**config.mk**
```make
export PLATFORM = sky130hd
export DESIGN_NAME = sorted_id_stack_top
export DESIGN_NICKNAME = d
export VERILOG_FILES = /design/src/rtl/sis_pkg.sv /design/src/rtl/sis_ctrl.sv /design/src/rtl/sis_dp.sv /design/src/rtl/sorted_id_stack_top.sv
export SDC_FILE = /design/constraint.sdc
export NUM_CORES = 2
export LEC_CHECK = 0
export BUFFER_PORTS_ARGS = -buffer_cell sky130_fd_sc_hd__buf_2
export CAP_MARGIN = 20
export CORE_AREA = 4 4 277 279
export CTS_BUF_LIST = sky130_fd_sc_hd__clkbuf_2 sky130_fd_sc_hd__clkbuf_4 sky130_fd_sc_hd__clkbuf_8
export DETAILED_ROUTE_END_ITERATION = 10
export DIE_AREA = 0 0 281 283
export GPL_TIMING_DRIVEN = 0
export PLACE_DENSITY = 0.7
export SETUP_SLACK_MARGIN = 0.1
export SKIP_CTS_REPAIR_TIMING = 1
export SLEW_MARGIN = 5
export SYNTH_ARGS = -nofsm -noshare
export SYNTH_HDL_FRONTEND = slang
export SYNTH_SLANG_ARGS = --single-unit
```
**constraint.sdc**
```tcl
create_clock -name clk -period 6.3 [get_ports clk]
set_input_delay 1.26 -clock clk [delete_from_list [all_inputs] [get_ports clk]]
set_output_delay 1.26 -clock clk [all_outputs]
set_load 0.02 [all_outputs]
```
**src/rtl/sis_pkg.sv**
```systemverilog
`default_nettype none

package sis_pkg;

    localparam int DEPTH_DEF    = 32;
    localparam int ID_WIDTH_DEF = 16;

    localparam int DATA_W = 16;
    localparam int OCC_W  = 6;
    localparam int CMD_W  = 2;
    localparam int STS_W  = 2;

    typedef enum logic [CMD_W-1:0] {
        CMD_INSERT = 2'd0,
        CMD_PUSH   = 2'd1,
        CMD_POP    = 2'd2
    } cmd_t;

    typedef enum logic [STS_W-1:0] {
        ST_DONE  = 2'd0,
        ST_FULL  = 2'd1,
        ST_EMPTY = 2'd2
    } status_t;

    typedef enum logic {
        S_IDLE = 1'b0,
        S_EXEC = 1'b1
    } state_t;

    typedef struct packed {
        logic load;
        logic exec;
    } dp_ctl_t;

endpackage

`default_nettype wire

```
**src/rtl/sis_ctrl.sv**
```systemverilog
`default_nettype none

module sis_ctrl
    import sis_pkg::*;
(
    input  wire logic    clk,
    input  wire logic    rst_n,
    input  wire logic    in_valid,
    output logic         in_ready,
    output logic         out_valid,
    input  wire logic    out_ready,
    output dp_ctl_t      ctl
);

    state_t state_reg, state_next;
    logic   out_valid_reg, out_valid_next;

    always_comb
    begin
        state_next = state_reg;
        case (state_reg)
            S_IDLE:
            begin
                if (in_valid && in_ready)
                    state_next = S_EXEC;
            end
            S_EXEC:
            begin
                state_next = S_IDLE;
            end
            default:
            begin
                state_next = S_IDLE;
            end
        endcase
    end

    always_comb
    begin
        in_ready = (state_reg == S_IDLE) && (!out_valid_reg || out_ready);
        ctl.load = in_valid && in_ready;
        ctl.exec = (state_reg == S_EXEC);
        out_valid = out_valid_reg;
        if (ctl.exec)
            out_valid_next = 1'b1;
        else if (out_ready)
            out_valid_next = 1'b0;
        else
            out_valid_next = out_valid_reg;
    end

    always_ff @(posedge clk or negedge rst_n)
    begin
        if (!rst_n)
        begin
            state_reg     <= S_IDLE;
            out_valid_reg <= 1'b0;
        end
        else
        begin
            state_reg     <= state_next;
            out_valid_reg <= out_valid_next;
        end
    end

    // result register must be free whenever a command executes
    a_exec_slot_free: assert property (@(posedge clk) disable iff (!rst_n)
        ctl.exec |-> (!out_valid_reg || out_ready))
        else $error("exec while result beat still pending");

    a_exec_follows_load: assert property (@(posedge clk) disable iff (!rst_n)
        ctl.load |=> ctl.exec)
        else $error("accepted beat not executed");

    a_no_load_in_exec: assert property (@(posedge clk) disable iff (!rst_n)
        ctl.exec |-> !ctl.load)
        else $error("beat accepted during exec");

endmodule

`default_nettype wire

```
**src/rtl/sis_dp.sv**
```systemverilog
`default_nettype none

module sis_dp
    import sis_pkg::*;
#(
    parameter int DEPTH    = DEPTH_DEF,
    parameter int ID_WIDTH = ID_WIDTH_DEF
)
(
    input  wire logic              clk,
    input  wire logic              rst_n,
    input  wire dp_ctl_t           ctl,
    input  wire logic [CMD_W-1:0]  command,
    input  wire logic [DATA_W-1:0] data_in,
    output logic [DATA_W-1:0]      data_out,
    output logic [STS_W-1:0]       status,
    output logic [OCC_W-1:0]       occupancy
);

    localparam int CW = $clog2(DEPTH + 1);

    cmd_t                cmd_reg;
    logic [ID_WIDTH-1:0] id_reg;
    logic [ID_WIDTH-1:0] cells_reg [DEPTH];
    logic [ID_WIDTH-1:0] cells_next [DEPTH];
    logic [CW-1:0]       fill_reg, fill_next;
    logic [DATA_W-1:0]   dout_reg, dout_next;
    status_t             sts_reg, sts_next;
    logic [OCC_W-1:0]    occ_reg;

    logic [DEPTH-1:0]    gt;
    logic [DEPTH-1:0]    after;
    logic                full, empty;

    always_comb
    begin
        full  = (fill_reg == CW'(DEPTH));
        empty = (fill_reg == '0);
        for (int k = 0; k < DEPTH; k++)
        begin
            gt[k] = (CW'(k) < fill_reg) && (id_reg < cells_reg[k]);
        end
        // after[k]: slot k lies at or below the insert point
        after[0] = (cmd_reg == CMD_PUSH) || empty || gt[0];
        for (int k = 1; k < DEPTH; k++)
        begin
            after[k] = after[k-1] || (cmd_reg == CMD_PUSH) || (CW'(k) >= fill_reg) || gt[k];
        end
    end

    always_comb
    begin
        for (int k = 0; k < DEPTH; k++)
            cells_next[k] = cells_reg[k];
        fill_next = fill_reg;
        dout_next = '0;
        sts_next  = ST_DONE;
        case (cmd_reg)
            CMD_INSERT, CMD_PUSH:
            begin
                if (full)
                    sts_next = ST_FULL;
                else
                begin
                    cells_next[0] = after[0] ? id_reg : cells_reg[0];
                    for (int k = 1; k < DEPTH; k++)
                    begin
                        if (!after[k])
                            cells_next[k] = cells_reg[k];
                        else if (!after[k-1])
                            cells_next[k] = id_reg;
                        else
                            cells_next[k] = cells_reg[k-1];
                    end
                    fill_next = fill_reg + 1'b1;
                end
            end
            CMD_POP:
            begin
                if (empty)
                    sts_next = ST_EMPTY;
                else
                begin
                    dout_next = DATA_W'(cells_reg[0]);
                    for (int k = 0; k < DEPTH - 1; k++)
                        cells_next[k] = cells_reg[k+1];
                    fill_next = fill_reg - 1'b1;
                end
            end
            default:
            begin
                sts_next = ST_DONE;
            end
        endcase
    end

    always_ff @(posedge clk)
    begin
        if (ctl.load)
        begin
            cmd_reg <= cmd_t'(command);
            id_reg  <= ID_WIDTH'(data_in);
        end
        if (ctl.exec)
        begin
            for (int k = 0; k < DEPTH; k++)
                cells_reg[k] <= cells_next[k];
            dout_reg <= dout_next;
            sts_reg  <= sts_next;
            occ_reg  <= OCC_W'(fill_next);
        end
    end

    always_ff @(posedge clk or negedge rst_n)
    begin
        if (!rst_n)
            fill_reg <= '0;
        else if (ctl.exec)
            fill_reg <= fill_next;
    end

    assign data_out  = dout_reg;
    assign status    = sts_reg;
    assign occupancy = occ_reg;

    a_fill_bound: assert property (@(posedge clk) disable iff (!rst_n)
        fill_reg <= CW'(DEPTH))
        else $error("fill count above depth");

    a_fill_idle: assert property (@(posedge clk) disable iff (!rst_n)
        !ctl.exec |=> $stable(fill_reg))
        else $error("fill count moved without exec");

    a_full_reject: assert property (@(posedge clk) disable iff (!rst_n)
        (ctl.exec && sts_next == ST_FULL) |=> (fill_reg == CW'(DEPTH)))
        else $error("rejected insert changed fill count");

endmodule

`default_nettype wire

```
**src/rtl/sorted_id_stack_top.sv**
```systemverilog
// Sorted id stack: up to DEPTH ids held in ascending order, smallest on top.
// Command beats arrive on s_axis (tuser = command: 0 sorted insert, 1 push on
// top, 2 pop; tdata = id). Each command gives exactly one result beat on
// m_axis carrying the popped id (zero unless a pop succeeded), a status
// (0 done, 1 full and rejected, 2 empty on pop) and the occupancy after the
// command. A command is handled in order: the beat is registered, then the
// register array is updated, where every slot compares against the new
// id in parallel and shifts by one. The result sits in an output register;
// a new command is taken only once the previous result beat leaves, at the
// earliest in the same cycle, so a stalled m_axis stalls s_axis. No clearing
// pass after reset; slots beyond the occupancy are never read.
`default_nettype none

module sorted_id_stack_top
    import sis_pkg::*;
#(
    parameter int DEPTH    = DEPTH_DEF,
    parameter int ID_WIDTH = ID_WIDTH_DEF
)
(
    input  wire logic        clk,
    input  wire logic        rst_n,
    input  wire logic        s_axis_tvalid,
    output logic             s_axis_tready,
    input  wire logic [15:0] s_axis_tdata,   // [15:0] data_in
    input  wire logic [1:0]  s_axis_tuser,   // [1:0] command
    output logic             m_axis_tvalid,
    input  wire logic        m_axis_tready,
    output logic [23:0]      m_axis_tdata,   // [15:0] data_out, [21:16] occupancy, [23:22] 0
    output logic [1:0]       m_axis_tuser    // [1:0] status
);

    dp_ctl_t           ctl;
    logic [DATA_W-1:0] data_out;
    logic [STS_W-1:0]  status;
    logic [OCC_W-1:0]  occupancy;

    sis_ctrl u_ctrl (
        .clk       (clk),
        .rst_n     (rst_n),
        .in_valid  (s_axis_tvalid),
        .in_ready  (s_axis_tready),
        .out_valid (m_axis_tvalid),
        .out_ready (m_axis_tready),
        .ctl       (ctl)
    );

    sis_dp #(
        .DEPTH    (DEPTH),
        .ID_WIDTH (ID_WIDTH)
    ) u_dp (
        .clk       (clk),
        .rst_n     (rst_n),
        .ctl       (ctl),
        .command   (s_axis_tuser),
        .data_in   (s_axis_tdata),
        .data_out  (data_out),
        .status    (status),
        .occupancy (occupancy)
    );

    assign m_axis_tdata = {2'b00, occupancy, data_out};
    assign m_axis_tuser = status;

endmodule

`default_nettype wire
```
# Word-level counts from Yosys, hierarchy flattened
# Memory sizes are Yosys's and may differ from the RTL's.
# Index checks and enable logic that the tools add are counted.
[word_totals] regBits=50 n_memories=1 word_cells=326 in_bits=22 latchBits=0 ram_bits=512 romBits=0 out_inout_bits=28
[mem_list] name="u_dp.cells_reg" depth=32 width=16 read_ports=32 rd_clocked_by_memory_dff=0 write_ports=32 line_no="sis_dp.sv:24" rtl="logic [ID_WIDTH-1:0] cells_reg [DEPTH];"
[classes] n_addsub=2 shifts=0 n_reduce_logical=136 n_bitwise=2 muxes=79 div=0 eq_ne=3 n_mul=0 n_lt_le_gt_ge=95
[ops] cell="two-way mux 16 bit" count=64
[ops] cell="case mux 496 bit (2 select lines)" count=1
[ops] cell="less-than comparator 16 bit" count=32
[ops] cell="two-way mux 512 bit" count=1
[ops] cell="two-way mux 496 bit" count=1
[ops] cell="greater-or-equal comparator 5 x 6 -> 1 bit (first input constant)" count=16
[ops] cell="logical OR 1 bit" count=96
[ops] cell="less-than comparator 5 x 6 -> 1 bit (first input constant)" count=16
[ops] cell="greater-or-equal comparator 4 x 6 -> 1 bit (first input constant)" count=8
[ops] cell="less-than comparator 4 x 6 -> 1 bit (first input constant)" count=8
[ops] cell="logical AND 1 bit" count=34
[ops] cell="greater-or-equal comparator 3 x 6 -> 1 bit (first input constant)" count=4
[ops] cell="less-than comparator 3 x 6 -> 1 bit (first input constant)" count=4
[ops] cell="greater-or-equal comparator 2 x 6 -> 1 bit (first input constant)" count=2
[ops] cell="less-than comparator 1 x 6 -> 1 bit (first input constant)" count=2
[ops] cell="less-than comparator 2 x 6 -> 1 bit (first input constant)" count=2
[ops] cell="two-way mux 6 bit" count=2
[ops] cell="case mux 6 bit (2 select lines)" count=1
[ops] cell="adder 6 x 1 -> 6 bit (second input constant)" count=1
[ops] cell="equality test 6 bit (second input constant)" count=1
[ops] cell="greater-or-equal comparator 1 x 6 -> 1 bit (first input constant)" count=1
[ops] cell="logical NOT 6 bit" count=1
[ops] cell="two-way mux 1 bit" count=6
[ops] cell="subtractor 6 x 1 -> 6 bit (second input constant)" count=1
[ops] cell="other kinds (10)" count=12

# Logic depth before layout (Yosys ltp)
# An unclocked memory read counts as a cell.
[depth] ltp_word=100 depth_mapped=16 ltp_nobuf=11

# Hierarchy
# From an unflattened synthesis, not the netlist that was laid out.
[unflattened] cells_unflattened=3982 area_unflattened_um2=40381.2
[modules_own_cells] mod="sis_dp" area_each_um2=40266.1 cells_per_inst=3971 seq_area_each_um2=16786.1 instances=1
[modules_own_cells] mod="sis_ctrl" area_each_um2=96.3 cells_per_inst=8 seq_area_each_um2=50.0 instances=1
[modules_own_cells] mod="sorted_id_stack_top" area_each_um2=18.8 cells_per_inst=3 seq_area_each_um2=0.0 instances=1

# Least setup slack after synthesis
# No wires, ideal clock.
[synth_timing] path_kind="register to register" startpoint="register, netlist name u_dp.id_reg[9]" endpoint="memory u_dp.cells_reg[6][0] in the netlist's numbering, enable pin" slack_ps=1240 t_required_ps=5908 path_stages_with_launch=12 arrival_time_ps=4668 path_buffers=1 period_less_slack_ps=5060 setup_time_ps=392 cell_sequence="edfxtp_1 ha_1 a21o_1 a221o_1 nand2_1 o211ai_1 o311ai_1 buf_2 nor3_1 nor2_1 a21o_1 o21bai_1"
[synth_rtl] element="to (decl)" line_no="sis_dp.sv:24"

==> results.cfg <==
[worst_setup_path]
r2r_slack_ns = 0.15
r2r-end = u_dp.cells_reg[16][9]$_DFFE_PP_
crit_end = u_dp.cells_reg[16][9]$_DFFE_PP_
r2r_start = u_dp.fill_reg[1]$_DFFE_PN0P_
critPathLaunchType = flip-flop
reg2reg_depth = 16
cp.required_ns = 6.79
end_kind = flip-flop
cp.arrival_ns = 6.65
path_class = reg -> reg
critPathMaxFanout = 15
startpoint = u_dp.fill_reg[1]$_DFFE_PN0P_

[synthesis]
syn_inst = 4067
synth-edff-count = 554
synth-seq-cells = 562
ys.flop_type = edfxtp_1
syn_area_um2 = 40400
synth-async-reset-ratio = 0.0142
yosys-top-cells-area = edfxtp_1, ha_1, inv_1
yosysWarnings = 0
synth.most_common_cell = edfxtp_1
synth_top_area_share = 0.412
ys_seq_area_frac = 0.417
avgSynthCellArea_um2 = 9.94
ys_types = 78
synth_area_leader_cell = edfxtp_1
yosys-top-cells-count = edfxtp_1, inv_1, ha_1, clkbuf_1, nand3_1

[cts]
clock_latency_ns = 0.77
clock-root-buffer = clkbuf_8
htreeDepth = 3
clockBufferDepth = 3
numCtsBuffers = 102
clock_sinks = 562
clk_pin_slew_worst_paths_ns = 0.07
cts_tree = yes

[power]
p_comb_frac = 0.328
p_clk_frac = 0.276
ir_worst_vdd_uv = 188
p_int_w = 0.00799
p_sw_w = 0.00484
power_density_nw_per_um2 = 282
sw_frac_of_total = 0.377
power_leakage_nw = 19.0
seqPwrFrac = 0.396

[timing]
whs_ns = 0.365
clock.fmax_mhz = 163
drv_slew = 0
worst_pin_slew_ns = 1.36
hold_violations = 0
rsz0062_at_grt = no
post-route-min-period_ns = 6.15
relSlewSlack = 0.0932
fin_skew_ns = 0.0434
setup_viol_count_final = 0
fin_ws_ns = 0.148
period_share = 0.977

[cells_and_area]
drive_gt1_frac = 0.0887
largest_register_ff_count = 512
fillers = 6293
syn_to_final_growth_pct = 12.5
fin_cells = 5353
nets = 4802

[floorplanning]
die_area_um2 = 79500
die_w_um = 281
fp-row-count = 100
initial_core_util = 0.545
core_area_um2 = 74200
die_y_um = 283
pin_count = 50

[detailed_routing]
route.detailed.drc = 6
first_pass_iters = 11
drtAntennaViolNets = 0
routed_wl_um = 156000
wl_per_cell_um = 29.1
num_vias = 37300
drt_iter0_markers = 5327
routed_via_density = 6.98

[grt]
grt_max_degree = 20
grt_pass1_wl_um = 229000
grt_overflow = 0
gr-usage-all-layers = 0.382
grt_pass1_vias = 36700
antenna_found_initial = 8

[placement]
place_ws_ns = 0.208
hpwl_um = 120000
place_congestion = 1.02
portBuffers = 47
dp_cells = 5155

[job]
cap_violations = 0

[hold_path]
hp-class = in -> async

[outcome]
status = finished with violations
violations = design-rule violations
power by group through the flow:
stage	Clock, W	Sequential [W]	Combinational [W]
CTS	0.00352	0.00506	0.00400
floorplan	0	0.00507	0.00240
finish	0.00355	0.00508	0.00420
detailed placement	0	0.00513	0.00398
global route	0.00370	0.00510	0.00448
global placement	0	0.00526	0.00358
layout by cell type (no fill, tap or decap), drive strengths merged, types with 9 or more instances in the layout:
cell type / instances
a2111oi: 21
a211o: 9
a211oi: 30
a21o: 43
a21oi: 204
a221o: 26
a31oi: 24
and2: 14
and3: 31
and4: 10
buf: 180
clkbuf: 407
clkinv: 40
edfxtp: 554
ha: 484
inv: 517
mux2: 19
mux2i: 163
nand2: 127
nand2b: 32
nand3: 237
nand4: 191
nor2: 132
nor2b: 22
nor3: 71
nor4: 17
o2111ai: 42
o211ai: 57
o21a: 28
o21ai: 136
o221ai: 215
o22ai: 198
o311ai: 18
worst max-delay path, stage by stage, from the launching register on:
cell      delay (ns)
dfrtp_1         0.41
clkbuf_1        0.51
inv_1           0.21
ha_1            0.23
clkbuf_1        0.29
nand2_1         0.36
nor2_1          0.18
buf_4           0.26
a211oi_4        0.41
o311ai_1        0.36
nor3_4          0.60
and2_1          0.21
clkbuf_2        0.36
buf_2           0.48
buf_2           0.59
a31oi_2         0.21
buf_6           0.21
per-layer routing:
metal,up-vias,share of wire,GRT usage
li1,16200,-,-
met1,17600,0.35,0.461
met2,2657,0.43,0.580
met3,835,0.12,0.112
met4,8,0.090,0.277
met5,-,0.00085,0.00855
area by class of cell:
class	instances	area [um^2]	share of cell area
Multi-Input combinational cell	2667	20400	0.449
Sequential cell	562	16800	0.370
Inverter	516	1940	0.0426
Timing Repair Buffer	124	1760	0.0387
Clock buffer	140	1730	0.0380
Buffer	323	1290	0.0284
Tap cell	969	1210	0.0267
Clock inverter	44	249	0.00548
Antenna cell	8	20.0	0.000440
kinds of logic (layout without fill, tap and decap cells):
family          count (synthesis)  count (layout)  synth area share
flops                         562             562             0.417
xor+xnor                        1               1          0.000217
compound gates               1093            1093             0.189
simple gates                  905             905             0.119
buf+inv                       839            1147            0.0798
mux                           182             182            0.0457
other cells                     1              10         0.0000928
fa+ha+maj                     484             484             0.150
worst min path at each step:
stage / endpoint / depth (start not counted)
after floorplan: u_dp.cells_reg[0][0]$_DFFE_PP_ / 2
after global placement: u_ctrl.out_valid$_DFFE_PN0P_ / 2
after detailed placement: u_ctrl.out_valid$_DFFE_PN0P_ / 2
after CTS: u_dp.fill_reg[0]$_DFFE_PN0P_ / 1
after global routing: u_dp.fill_reg[5]$_DFFE_PN0P_ / 1
final: u_dp.fill_reg[0]$_DFFE_PN0P_ / 1
metrics by stage:
step	setup TNS, ns	cell area, um^2	total power (W)	util
2_1_floorplan	0	40400	0.00747	-
3_3_place_gp	-438.98	41900	0.00884	0.564
3_5_place_dp	0	43400	0.00911	0.585
4_1_cts	0	45400	0.0126	0.612
5_1_grt	0	45500	0.0133	0.613
6_report	0	45500	0.0128	0.613
Note: power is estimated with default switching activity, not from simulation.
